==> src/sv/ttir_pkg.sv <==
package ttir_pkg;

	// widths fixed by the item fields
	localparam int unsigned BYTE_W     = 8;
	localparam int unsigned VALUE_W    = 64;
	localparam int unsigned STATUS_W   = 2;
	localparam int unsigned CONSUMED_W = 16;
	localparam int unsigned RADIX_W    = 6;
	localparam int unsigned DIGIT_W    = 7;
	localparam int unsigned IN_DATA_W  = 8;
	localparam int unsigned OUT_DATA_W = 88;

	localparam int unsigned MAX_CHARS_DEF = 65535;

	// register indexes on the configuration channel
	localparam logic REG_RADIX  = 1'b0;
	localparam logic REG_SIGNED = 1'b1;

	localparam logic [RADIX_W-1:0] RADIX_RESET = RADIX_W'(10);
	localparam logic [RADIX_W-1:0] RADIX_MAX   = RADIX_W'(36);
	localparam logic [DIGIT_W-1:0] DIGIT_NONE  = DIGIT_W'(99);

	// result status codes
	localparam logic [STATUS_W-1:0] ST_OK       = 2'd0;
	localparam logic [STATUS_W-1:0] ST_NO_DIGIT = 2'd1;
	localparam logic [STATUS_W-1:0] ST_RANGE    = 2'd2;

	// outcome of one digit step
	typedef struct packed {
		logic               ok;
		logic               ovf;
		logic [VALUE_W-1:0] acc;
	} mac_res_t;

	// finished result handed to the output register
	typedef struct packed {
		logic [CONSUMED_W-1:0] consumed;
		logic [STATUS_W-1:0]   status;
		logic [VALUE_W-1:0]    value;
	} result_t;

	// character to digit value, DIGIT_NONE for anything else
	function automatic logic [DIGIT_W-1:0] digit_value(input logic [BYTE_W-1:0] c);
		logic [DIGIT_W-1:0] d;
		d = DIGIT_NONE;
		if (c >= 8'h30 && c <= 8'h39) begin
			d = DIGIT_W'(c - 8'h30);
		end else if (c >= 8'h41 && c <= 8'h5a) begin
			d = DIGIT_W'(c - 8'h41 + 8'd10);
		end else if (c >= 8'h61 && c <= 8'h7a) begin
			d = DIGIT_W'(c - 8'h61 + 8'd10);
		end
		return d;
	endfunction

endpackage

==> src/sv/text_to_integer_radix_parser.sv <==
// Streaming text-to-integer parser.
// Bytes of a text buffer enter on the s_ channel, one item per byte, the
// final byte of each buffer flagged by s_tlast; an empty buffer is a single
// NUL byte with s_tlast set. Leading blanks and one sign are skipped, an
// optional 0x / 0b prefix is honoured, and digits accumulate into 64 bits
// with saturation. Each buffer yields exactly one item on the m_ channel
// carrying value, status and bytes consumed; no item comes out for the other
// bytes. Base and signed limits are set through the cfg_ channel, which is
// always ready and should be written only between buffers.
// Each byte is registered in the input register on entry; a last byte then
// loads the output register, which raises m_tvalid, and waits in the input
// register while the output register is still full.
// Throughput: one byte per cycle, set by the combinational 64x6 multiply-add
// of the digit step. A byte keeps flowing while a result waits; only a last
// byte stalls when the output register is still full and m_tready is low.
// Reset clears the parse state, empties the input and output registers, and
// sets radix to 10 and signed mode on.
module text_to_integer_radix_parser #(
	parameter int unsigned MAX_CHARS = ttir_pkg::MAX_CHARS_DEF
) (
	input  logic                                clk,
	input  logic                                arst_n,
	input  logic                                s_tvalid,
	output logic                                s_tready,
	input  logic [ttir_pkg::IN_DATA_W-1:0]      s_tdata,  // [7:0] text_byte
	input  logic                                s_tlast,  // is_last
	output logic                                m_tvalid,
	input  logic                                m_tready,
	// [63:0] value, [65:64] status, [81:66] consumed, [87:82] zero
	output logic [ttir_pkg::OUT_DATA_W-1:0]     m_tdata,
	input  logic                                cfg_valid,
	output logic                                cfg_ready,
	input  logic                                cfg_index,
	input  logic [ttir_pkg::RADIX_W-1:0]        cfg_data
);

	logic                          in_vld_s1;
	logic [ttir_pkg::BYTE_W-1:0]   byte_s1;
	logic                          last_s1;
	logic                          advance;
	logic                          out_free;
	logic [ttir_pkg::RADIX_W-1:0]  radix_q;
	logic                          signed_q;
	ttir_pkg::result_t             result;
	ttir_pkg::result_t             out_q;

	// configuration registers
	assign cfg_ready = 1'b1;

	always_ff @(posedge clk or negedge arst_n) begin
		if (!arst_n) begin
			radix_q  <= ttir_pkg::RADIX_RESET;
			signed_q <= 1'b1;
		end else if (cfg_valid) begin
			unique case (cfg_index)
				ttir_pkg::REG_RADIX:  radix_q  <= cfg_data;
				ttir_pkg::REG_SIGNED: signed_q <= cfg_data[0];
				default:              radix_q  <= radix_q;
			endcase
		end
	end

	// input register: a last byte waits for room in the output register
	assign out_free = !m_tvalid || m_tready;
	assign advance  = in_vld_s1 && (!last_s1 || out_free);
	assign s_tready = !in_vld_s1 || advance;

	always_ff @(posedge clk or negedge arst_n) begin
		if (!arst_n) begin
			in_vld_s1 <= 1'b0;
		end else if (s_tready) begin
			in_vld_s1 <= s_tvalid;
		end
	end

	always_ff @(posedge clk) begin
		if (s_tready && s_tvalid) begin
			byte_s1 <= s_tdata[ttir_pkg::BYTE_W-1:0];
			last_s1 <= s_tlast;
		end
	end

	ttir_core #(
		.MAX_CHARS (MAX_CHARS)
	) u_core (
		.clk         (clk),
		.arst_n      (arst_n),
		.step        (advance),
		.text_byte   (byte_s1),
		.is_last     (last_s1),
		.radix       (radix_q),
		.signed_mode (signed_q),
		.result      (result)
	);

	// output register
	always_ff @(posedge clk or negedge arst_n) begin
		if (!arst_n) begin
			m_tvalid <= 1'b0;
		end else if (advance && last_s1) begin
			m_tvalid <= 1'b1;
		end else if (m_tready) begin
			m_tvalid <= 1'b0;
		end
	end

	always_ff @(posedge clk) begin
		if (advance && last_s1) begin
			out_q <= result;
		end
	end

	assign m_tdata = ttir_pkg::OUT_DATA_W'(out_q);

endmodule

==> src/sv/ttir_mac.sv <==
module ttir_mac (
	input  logic [ttir_pkg::VALUE_W-1:0] acc,
	input  logic                         ovf,
	input  logic [ttir_pkg::RADIX_W-1:0] base,
	input  logic [ttir_pkg::DIGIT_W-1:0] digit,
	input  logic                         signed_mode,
	input  logic                         negative,
	output ttir_pkg::mac_res_t           res
);

	localparam int unsigned PW = ttir_pkg::VALUE_W + ttir_pkg::RADIX_W + 1;

	logic [PW-1:0]                prod;
	logic [ttir_pkg::VALUE_W-1:0] limit;
	logic                         too_big;

	// limit of the current mode and sign
	always_comb begin
		if (signed_mode) begin
			limit = negative ? {1'b1, {(ttir_pkg::VALUE_W-1){1'b0}}}
			                 : {1'b0, {(ttir_pkg::VALUE_W-1){1'b1}}};
		end else begin
			limit = '1;
		end
	end

	// multiply-add by the base and range check
	assign prod    = PW'(acc) * PW'(base) + PW'(digit);
	assign too_big = prod > PW'(limit);

	always_comb begin
		res.ok  = (base >= ttir_pkg::RADIX_W'(2)) && (ttir_pkg::RADIX_W'(digit) < base)
		          && (digit < ttir_pkg::DIGIT_W'(ttir_pkg::RADIX_MAX));
		res.ovf = ovf || too_big;
		res.acc = res.ovf ? acc : prod[ttir_pkg::VALUE_W-1:0];
	end

endmodule

==> src/sv/ttir_core.sv <==
module ttir_core #(
	parameter int unsigned MAX_CHARS = ttir_pkg::MAX_CHARS_DEF
) (
	input  logic                         clk,
	input  logic                         arst_n,
	input  logic                         step,
	input  logic [ttir_pkg::BYTE_W-1:0]  text_byte,
	input  logic                         is_last,
	input  logic [ttir_pkg::RADIX_W-1:0] radix,
	input  logic                         signed_mode,
	output ttir_pkg::result_t            result
);

	localparam int unsigned POS_W = $clog2(64'(MAX_CHARS) + 64'd1);

	typedef enum logic [5:0] {
		PH_BLANK  = 6'b000001,
		PH_SIGNED = 6'b000010,
		PH_ZERO   = 6'b000100,
		PH_PREFIX = 6'b001000,
		PH_DIGITS = 6'b010000,
		PH_DONE   = 6'b100000
	} phase_t;

	phase_t                         phase_q, phase_n;
	logic                           neg_q, neg_n;
	logic [ttir_pkg::RADIX_W-1:0]   base_q, base_n;
	logic [ttir_pkg::VALUE_W-1:0]   acc_q, acc_n;
	logic                           ovf_q, ovf_n;
	logic                           seen_q, seen_n;
	logic [ttir_pkg::BYTE_W-1:0]    held_q, held_n;
	logic [POS_W-1:0]               pos_q;
	logic [POS_W-1:0]               end_q, end_n;

	logic                           in_range;
	logic [POS_W-1:0]               pos_inc;
	logic [ttir_pkg::DIGIT_W-1:0]   digit;
	logic                           do_digit;
	logic [ttir_pkg::RADIX_W-1:0]   dig_base;
	logic [ttir_pkg::RADIX_W-1:0]   first_base;
	logic                           c_zero, c_blank, c_hex, c_x, c_b, c_bin;
	logic                           r_pref;
	ttir_pkg::mac_res_t             mac;

	assign in_range = 64'(pos_q) < 64'(MAX_CHARS);
	assign pos_inc  = POS_W'(pos_q + 1'b1);
	assign digit    = ttir_pkg::digit_value(text_byte);

	// character classes
	assign c_zero  = text_byte == 8'h30;
	assign c_blank = text_byte == 8'h20 || text_byte == 8'h09 || text_byte == 8'h0a
	                 || text_byte == 8'h0d;
	assign c_hex   = (text_byte >= 8'h30 && text_byte <= 8'h39)
	                 || (text_byte >= 8'h41 && text_byte <= 8'h46)
	                 || (text_byte >= 8'h61 && text_byte <= 8'h66);
	assign c_bin   = text_byte == 8'h30 || text_byte == 8'h31;
	assign c_x     = text_byte == 8'h78 || text_byte == 8'h58;
	assign c_b     = text_byte == 8'h62 || text_byte == 8'h42;
	assign r_pref  = radix == '0 || radix == ttir_pkg::RADIX_W'(16)
	                 || radix == ttir_pkg::RADIX_W'(2);
	assign first_base = (radix == '0) ? (c_zero ? ttir_pkg::RADIX_W'(8)
	                                            : ttir_pkg::RADIX_W'(10)) : radix;

	ttir_mac u_mac (
		.acc         (acc_q),
		.ovf         (ovf_q),
		.base        (dig_base),
		.digit       (digit),
		.signed_mode (signed_mode),
		.negative    (neg_q),
		.res         (mac)
	);

	// phase sequencing for one byte
	always_comb begin
		phase_n  = phase_q;
		neg_n    = neg_q;
		base_n   = base_q;
		acc_n    = acc_q;
		ovf_n    = ovf_q;
		seen_n   = seen_q;
		held_n   = held_q;
		end_n    = end_q;
		do_digit = 1'b0;
		dig_base = base_q;

		if (in_range) begin
			unique case (phase_q)
				PH_BLANK, PH_SIGNED: begin
					if (phase_q == PH_BLANK && c_blank) begin
						phase_n = PH_BLANK;
					end else if (phase_q == PH_BLANK && text_byte == 8'h2d) begin
						neg_n   = 1'b1;
						phase_n = PH_SIGNED;
					end else if (phase_q == PH_BLANK && text_byte == 8'h2b) begin
						phase_n = PH_SIGNED;
					end else if (c_zero && r_pref) begin
						base_n  = radix;
						phase_n = PH_ZERO;
						seen_n  = 1'b1;
						acc_n   = '0;
						end_n   = pos_inc;
					end else if (first_base < ttir_pkg::RADIX_W'(2)
					             || first_base > ttir_pkg::RADIX_MAX) begin
						base_n  = radix;
						phase_n = PH_DONE;
					end else begin
						dig_base = first_base;
						do_digit = 1'b1;
					end
				end
				PH_ZERO: begin
					if (c_x && (base_q == '0 || base_q == ttir_pkg::RADIX_W'(16))) begin
						held_n  = text_byte;
						phase_n = PH_PREFIX;
					end else if (c_b && (base_q == '0 || base_q == ttir_pkg::RADIX_W'(2))) begin
						held_n  = text_byte;
						phase_n = PH_PREFIX;
					end else begin
						dig_base = (base_q == '0) ? ttir_pkg::RADIX_W'(8) : base_q;
						do_digit = 1'b1;
					end
				end
				PH_PREFIX: begin
					if ((held_q == 8'h78 || held_q == 8'h58) && c_hex) begin
						dig_base = ttir_pkg::RADIX_W'(16);
						do_digit = 1'b1;
					end else if ((held_q == 8'h62 || held_q == 8'h42) && c_bin) begin
						dig_base = ttir_pkg::RADIX_W'(2);
						do_digit = 1'b1;
					end else begin
						phase_n = PH_DONE;
					end
				end
				PH_DIGITS: begin
					do_digit = 1'b1;
				end
				PH_DONE: begin
					phase_n = PH_DONE;
				end
				default: begin
					phase_n = PH_DONE;
				end
			endcase

			// digit accumulation
			if (do_digit) begin
				base_n = dig_base;
				if (mac.ok) begin
					phase_n = PH_DIGITS;
					acc_n   = mac.acc;
					ovf_n   = mac.ovf;
					seen_n  = 1'b1;
					end_n   = pos_inc;
				end else begin
					phase_n = PH_DONE;
				end
			end
		end
	end

	// result from the state after this byte
	always_comb begin
		if (!seen_n) begin
			result.value    = '0;
			result.status   = ttir_pkg::ST_NO_DIGIT;
			result.consumed = '0;
		end else if (ovf_n) begin
			if (signed_mode) begin
				result.value = neg_n ? {1'b1, {(ttir_pkg::VALUE_W-1){1'b0}}}
				                     : {1'b0, {(ttir_pkg::VALUE_W-1){1'b1}}};
			end else begin
				result.value = '1;
			end
			result.status   = ttir_pkg::ST_RANGE;
			result.consumed = ttir_pkg::CONSUMED_W'(end_n);
		end else begin
			result.value    = neg_n ? (ttir_pkg::VALUE_W'(0) - acc_n) : acc_n;
			result.status   = ttir_pkg::ST_OK;
			result.consumed = ttir_pkg::CONSUMED_W'(end_n);
		end
	end

	// parse state, cleared after each buffer
	always_ff @(posedge clk or negedge arst_n) begin
		if (!arst_n) begin
			phase_q <= PH_BLANK;
			neg_q   <= 1'b0;
			base_q  <= '0;
			acc_q   <= '0;
			ovf_q   <= 1'b0;
			seen_q  <= 1'b0;
			held_q  <= '0;
			pos_q   <= '0;
			end_q   <= '0;
		end else if (step) begin
			if (is_last) begin
				phase_q <= PH_BLANK;
				neg_q   <= 1'b0;
				base_q  <= '0;
				acc_q   <= '0;
				ovf_q   <= 1'b0;
				seen_q  <= 1'b0;
				held_q  <= '0;
				pos_q   <= '0;
				end_q   <= '0;
			end else begin
				phase_q <= phase_n;
				neg_q   <= neg_n;
				base_q  <= base_n;
				acc_q   <= acc_n;
				ovf_q   <= ovf_n;
				seen_q  <= seen_n;
				held_q  <= held_n;
				end_q   <= end_n;
				if (in_range) begin
					pos_q <= pos_inc;
				end
			end
		end
	end

endmodule

==> config.mk <==
export PLATFORM = sky130hd
export DESIGN_NAME = text_to_integer_radix_parser
export DESIGN_NICKNAME = d
export VERILOG_FILES = /design/src/sv/ttir_pkg.sv /design/src/sv/text_to_integer_radix_parser.sv /design/src/sv/ttir_mac.sv /design/src/sv/ttir_core.sv
export SDC_FILE = /design/constraint.sdc
export NUM_CORES = 2
export LEC_CHECK = 0
export ABC_AREA = 1
export BUFFER_PORTS_ARGS = -buffer_cell sky130_fd_sc_hd__buf_2
export CAP_MARGIN = 20
export CORE_MARGIN = 2
export CORE_UTILIZATION = 25
export CTS_CLUSTER_SIZE = 20
export DETAILED_ROUTE_END_ITERATION = 10
export PLACE_DENSITY = 0.35
export SYNTH_ARGS = -nofsm -noshare
export SYNTH_HDL_FRONTEND = slang
export SYNTH_SLANG_ARGS = --single-unit
==> constraint.sdc <==
create_clock -name clk -period 15.9 [get_ports clk]
set_clock_uncertainty 0.2 [all_clocks]
set_input_delay 0.795 -clock clk [delete_from_list [all_inputs] [get_ports clk]]
set_output_delay 0.795 -clock clk [all_outputs]
set_load 0.05 [all_outputs]
==> report_table.html <==
<table>
<tr><th>Metric</th><th>Value</th></tr>
<tr><th colspan="2">Outcome</th></tr>
<tr><td>Run status</td><td>finished, final reports clean</td></tr>
<tr><th colspan="2">Hold path</th></tr>
<tr><td>Hold endpoint</td><td>signed_q$_DFFE_PN1P_</td></tr>
<tr><td>Start point of the worst hold path</td><td>cfg_valid</td></tr>
<tr><td>Class of the most critical hold timing path</td><td>input pin to flip-flop</td></tr>
<tr><td>Hold path depth</td><td>2</td></tr>
<tr><th colspan="2">Route</th></tr>
<tr><td>Number of detailed-route iterations in the first pass</td><td>5</td></tr>
<tr><td>WL per Instance</td><td>21.26 um</td></tr>
<tr><td>Ratio of routed vias to standard cells</td><td>about 4.7</td></tr>
<tr><td>Routed WL</td><td>127200 um</td></tr>
<tr><td>Number of DRC markers in iteration 0</td><td>1998</td></tr>
<tr><td>Number of design rule violations left after detail routing</td><td>0</td></tr>
<tr><td>Antenna Violating Nets Remaining</td><td>0</td></tr>
<tr><td>Via count</td><td>between 20000 and 30000</td></tr>
<tr><th colspan="2">Logic synthesis</th></tr>
<tr><td>Combinational family with the most area after synthesis</td><td>simple AND/OR/NAND/NOR gates</td></tr>
<tr><td>Share of async-settable or async-resettable flops after synthesis</td><td>0.5826</td></tr>
<tr><td>Part of the Yosys area used for sequential elements</td><td>0.1974</td></tr>
<tr><td>Area share of xor/xnor cells in the synthesized design</td><td>0.02309</td></tr>
<tr><td>Synthesis-stage register bit count</td><td>218</td></tr>
<tr><td>Syn_area_per_cell</td><td>6.934 um^2</td></tr>
<tr><td>Number of flops mapped to enable cells by yosys</td><td>91</td></tr>
<tr><td>Post-Syn Area</td><td>29970 um^2</td></tr>
<tr><td>Most common flop cell mapped by yosys</td><td>sky130_fd_sc_hd__dfrtp_1</td></tr>
<tr><td>Area share of and/or/nand/nor cells after synthesis</td><td>0.3110</td></tr>
<tr><td>Share of the synthesized area in compound gates (AO/OA/AOI/OAI)</td><td>0.1019</td></tr>
<tr><td>Synthesized instance count</td><td>4322</td></tr>
<tr><td>Total number of yosys warnings</td><td>0</td></tr>
<tr><td>Share of synthesized cell area in full adder, half adder and majority cells</td><td>0.2650</td></tr>
<tr><td>Share of synthesized area spent on multiplexers</td><td>0.0003758</td></tr>
<tr><td>Cell variety after synth</td><td>66</td></tr>
<tr><th colspan="2">Power</th></tr>
<tr><td>P_leak</td><td>17.22 nW</td></tr>
<tr><td>Power density over the cells</td><td>66.67 nW/um^2</td></tr>
<tr><td>Peak supply drop</td><td>0.06890 mV</td></tr>
<tr><th colspan="2">Clock tree</th></tr>
<tr><td>Number of CTS-inserted buffers</td><td>30</td></tr>
<tr><td>Clock H-tree levels</td><td>1</td></tr>
<tr><td>Post-cts sizing count</td><td>0</td></tr>
<tr><td>Deepest clock path buffer count</td><td>3</td></tr>
<tr><td>Clk_lat worst skew</td><td>0.63 ns</td></tr>
<tr><td>Num Clock Sinks</td><td>between 200 and 250</td></tr>
<tr><td>TritonCTS clock tree</td><td>yes</td></tr>
<tr><td>Total setup buffers inserted after CTS</td><td>0</td></tr>
<tr><td>Clock input transition at the sequential cells of the worst setup and hold paths</td><td>0.06 ns</td></tr>
<tr><td>Buffer cell driving the clock tree root</td><td>sky130_fd_sc_hd__clkbuf_16</td></tr>
<tr><th colspan="2">Worst setup path</th></tr>
<tr><td>Startpoint of the most critical register-to-register path</td><td>byte_s1[1]$_DFFE_PP_</td></tr>
<tr><td>Reg2reg end</td><td>m_tdata[55]$_SDFFCE_PN0P_</td></tr>
<tr><td>WS Path Type</td><td>flip-flop to flip-flop</td></tr>
<tr><td>Biggest cell delay along the critical path</td><td>0.81 ns</td></tr>
<tr><td>Top delay family on crit path</td><td>simple AND/OR/NAND/NOR gates</td></tr>
<tr><td>Crit path required time</td><td>16.01 ns</td></tr>
<tr><td>Critical path launch point type</td><td>flip-flop</td></tr>
<tr><td>CP Buf/Inv Count</td><td>9</td></tr>
<tr><td>Worst R2R Path Depth</td><td>58</td></tr>
<tr><td>WP data arrival</td><td>14.09 ns</td></tr>
<tr><td>R2R Setup Slk</td><td>1.92 ns</td></tr>
<tr><td>Cell mode on critical path</td><td>sky130_fd_sc_hd__nand2_1</td></tr>
<tr><td>Kind of capture point of the worst setup path</td><td>flip-flop</td></tr>
<tr><td>Crit path max-delay cell type</td><td>sky130_fd_sc_hd__o21ai_0</td></tr>
<tr><td>Crit Path Max Fanout</td><td>59</td></tr>
<tr><th colspan="2">Global routing</th></tr>
<tr><td>Highest-utilization routing layer at the global route stage</td><td>met2</td></tr>
<tr><td>Via count of the first global-routing pass</td><td>28508</td></tr>
<tr><td>Aggregate global routing overflow</td><td>0</td></tr>
<tr><td>Total global-route track usage</td><td>0.2068</td></tr>
<tr><td>Met1 global-route usage</td><td>0.2984</td></tr>
<tr><td>Pin count of the biggest net entering global routing</td><td>64</td></tr>
<tr><td>Antenna violations before repair</td><td>0</td></tr>
<tr><td>Global routing met2 resource utilization</td><td>0.3397</td></tr>
<tr><td>Met3 usage</td><td>0.01304</td></tr>
<tr><td>Global-route wire length before repair</td><td>191000 um</td></tr>
<tr><th colspan="2">Timing</th></tr>
<tr><td>Total Neg Setup Slack</td><td>0 ns</td></tr>
<tr><td>Shortest period the worst path allows</td><td>13.98 ns</td></tr>
<tr><td>Number of setup violations in the final report</td><td>0</td></tr>
<tr><td>Worst slew margin</td><td>0.3286</td></tr>
<tr><td>Transition time at the pin with the least slew margin</td><td>1.007 ns</td></tr>
<tr><td>Final count of hold timing violations</td><td>0</td></tr>
<tr><td>RSZ-0062 raised after global routing</td><td>false</td></tr>
<tr><td>Share of the cycle needed by the critical path after routing</td><td>0.8795</td></tr>
<tr><td>Fmax</td><td>71.51 MHz</td></tr>
<tr><td>Count of pins over their slew limit</td><td>0</td></tr>
<tr><th colspan="2">Placement</th></tr>
<tr><td>Number of cells in the design after placement</td><td>just under 6000</td></tr>
<tr><td>Routability congestion estimate</td><td>0.8905</td></tr>
<tr><td>Port Buf Inserts</td><td>104</td></tr>
<tr><td>Total half-perimeter wirelength after legalization and detailed placement</td><td>103500 um</td></tr>
<tr><td>Placed Instance Area</td><td>32120 um^2</td></tr>
<tr><th colspan="2">Die</th></tr>
<tr><td>Die outline width</td><td>~350 um</td></tr>
<tr><td>Row cnt</td><td>127</td></tr>
<tr><td>Die Outline Area</td><td>122700 um^2</td></tr>
<tr><td>Overall die height</td><td>between 300 and 400 um</td></tr>
<tr><td>Effective utilization at floorplan</td><td>0.2508</td></tr>
<tr><td>Num ports</td><td>112</td></tr>
<tr><td>Core footprint</td><td>119500 um^2</td></tr>
<tr><th colspan="2">Finish</th></tr>
<tr><td>Final Instance Area</td><td>33200 um^2</td></tr>
<tr><td>Fill count</td><td>between 10000 and 15000</td></tr>
<tr><td>Number of nets at the end of the flow</td><td>4849</td></tr>
<tr><td>Fraction of layout cells with a size suffix above 1</td><td>0.07691</td></tr>
<tr><td>Post-route non-filler standard cell count</td><td>about 6000</td></tr>
<tr><td>Area growth from synthesis to layout</td><td>10.77%</td></tr>
<tr><td>Number of antenna diodes</td><td>0</td></tr>
<tr><td>Area of the multi-input gates</td><td>21090 um^2</td></tr>
<tr><td>Sequential cell area</td><td>between 5000 and 6000 um^2</td></tr>
<tr><th colspan="2">Flow run</th></tr>
<tr><td>Maximum capacitance violations</td><td>0</td></tr>
</table>
-- metal layers --
metal | share of wire | wire (um)
met5 | 0 | 0
met4 | 0.022 | 2781
met3 | 0.031 | 3993
met2 | 0.46 | 58450
met1 | 0.49 | 61930
-- power by group --
group / internal [W] / leakage (nW) / switching [W] / total (W)
clock: 0.000453 / 0.513 / 0.000289 / 0.000742
sequential: 0.000618 / 2.61 / 0.0000268 / 0.000645
combinational: 0.000179 / 14.1 / 0.000647 / 0.000826
total: 0.00125 / 17.2 / 0.000963 / 0.00221
-- worst max path at each step --
stage                                     from                         to  slack (ns)  depth (start not counted)
after detailed placement  byte_s1[1]$_DFFE_PP_  m_tdata[55]$_SDFFCE_PN0P_        2.22                         55
after global placement    byte_s1[1]$_DFFE_PP_  m_tdata[55]$_SDFFCE_PN0P_        2.13                         55
final                     byte_s1[1]$_DFFE_PP_  m_tdata[55]$_SDFFCE_PN0P_        1.92                         58
after floorplan           byte_s1[1]$_DFFE_PP_  m_tdata[48]$_SDFFCE_PN0P_        6.35                         59
after CTS                 byte_s1[1]$_DFFE_PP_  m_tdata[55]$_SDFFCE_PN0P_        2.15                         55
after global routing      byte_s1[1]$_DFFE_PP_  m_tdata[55]$_SDFFCE_PN0P_        1.11                         55
-- synth_stat cells (18+ instances only) --
| library cell | number | area share |
|---|---|---|
| sky130_fd_sc_hd__nor2_1 | 558 | 0.070 |
| sky130_fd_sc_hd__ha_1 | 230 | 0.096 |
| sky130_fd_sc_hd__fa_1 | 253 | 0.17 |
| sky130_fd_sc_hd__o21ai_1 | 20 | 0.0033 |
| sky130_fd_sc_hd__nor2_2 | 18 | 0.0038 |
| sky130_fd_sc_hd__inv_2 | 28 | 0.0035 |
| sky130_fd_sc_hd__nand4_1 | 55 | 0.011 |
| sky130_fd_sc_hd__buf_1 | 24 | 0.0030 |
| sky130_fd_sc_hd__nand3_1 | 245 | 0.041 |
| sky130_fd_sc_hd__o22ai_1 | 83 | 0.017 |
| sky130_fd_sc_hd__nand2_1 | 1247 | 0.16 |
| sky130_fd_sc_hd__edfxtp_1 | 91 | 0.091 |
| sky130_fd_sc_hd__inv_1 | 572 | 0.072 |
| sky130_fd_sc_hd__nand2_2 | 28 | 0.0058 |
| sky130_fd_sc_hd__clkbuf_1 | 86 | 0.011 |
| sky130_fd_sc_hd__dfrtp_1 | 123 | 0.10 |
| sky130_fd_sc_hd__xor2_1 | 56 | 0.016 |
| sky130_fd_sc_hd__nor3_1 | 20 | 0.0033 |
| sky130_fd_sc_hd__xnor2_1 | 23 | 0.0067 |
| sky130_fd_sc_hd__a21oi_1 | 238 | 0.040 |
| sky130_fd_sc_hd__o21ai_0 | 118 | 0.020 |
| sky130_fd_sc_hd__buf_2 | 22 | 0.0037 |
-- flip-flops by register name, summed over array words and instances (netlist names) --
signal	cells
byte_s1	8
in_vld_s1	1
last_s1	1
m_tdata	82
m_tvalid	1
radix_q	6
signed_q	1
u_core.acc_q	64
u_core.base_q	6
u_core.end_q	16
u_core.held_q	7
u_core.neg_q	1
u_core.ovf_q	1
u_core.phase_q	6
u_core.pos_q	16
u_core.seen_q	1
-- cell type report --
class / count / area share
Clock buffer: 48 / 0.02736
Clock inverter: 8 / 0.004711
Inverter: 612 / 0.06924
Sequential cell: 218 / 0.1782
Multi-Input combinational cell: 3342 / 0.6354
Timing Repair Buffer: 141 / 0.02431
Tap cell: 1612 / 0.06076
-- worst reg2reg max path: cells and delay by family (launching register included) --
family                   cells  cell delay [ns]
flip-flops                   1             0.53
buffers and inverters        9             1.69
adder cells (fa/ha/maj)      7             2.95
XOR/XNOR                     1             0.39
AND/OR/NAND/NOR             37             6.60
AO/OA/AOI/OAI                4             1.32
-- cell families after synthesis --
group | after synthesis
muxes | 1
xor gates and xnor gates | 79
other | 2
adders and majority gates | 483
AOI/OAI and AO/OA | 537
and+or+nand+nor | 2235
DFF | 218
buffers and inverters | 767
-- per-stage QoR --
stage	setup slack, ns	hold slack (ns)	power, W	utilization
6_report	1.915	0.1457	0.002213	0.2778
5_1_grt	1.115	0.1168	0.002334	0.2778
4_1_cts	2.154	0.09942	0.002240	0.2778
3_5_place_dp	2.217	0.2529	0.001484	0.2688
3_3_place_gp	2.133	0.2532	0.001494	0.2688
2_1_floorplan	6.345	0.2361	0.001152	-
-- layout by cell type (no fill, tap or decap), drive strengths merged, types with 7 or more instances in the layout --
cell type,instances
nand2,1279
inv,601
nor2,586
nand3,260
fa,253
a21oi,244
ha,230
o21ai,142
buf,140
dfrtp,123
edfxtp,91
o22ai,83
xor2,56
nand4,56
clkbuf,48
nor3,26
xnor2,23
o21bai,18
clkinv,13
a31oi,10
and3,7
a21o,7
conb,7
-- repair_timing --
item,4_1_cts,5_1_grt
hold buffers,1,0
setup endpoints to repair,0,0
hold endpoints to repair,30,0
No activity file was read; power rests on OpenSTA's default activity.
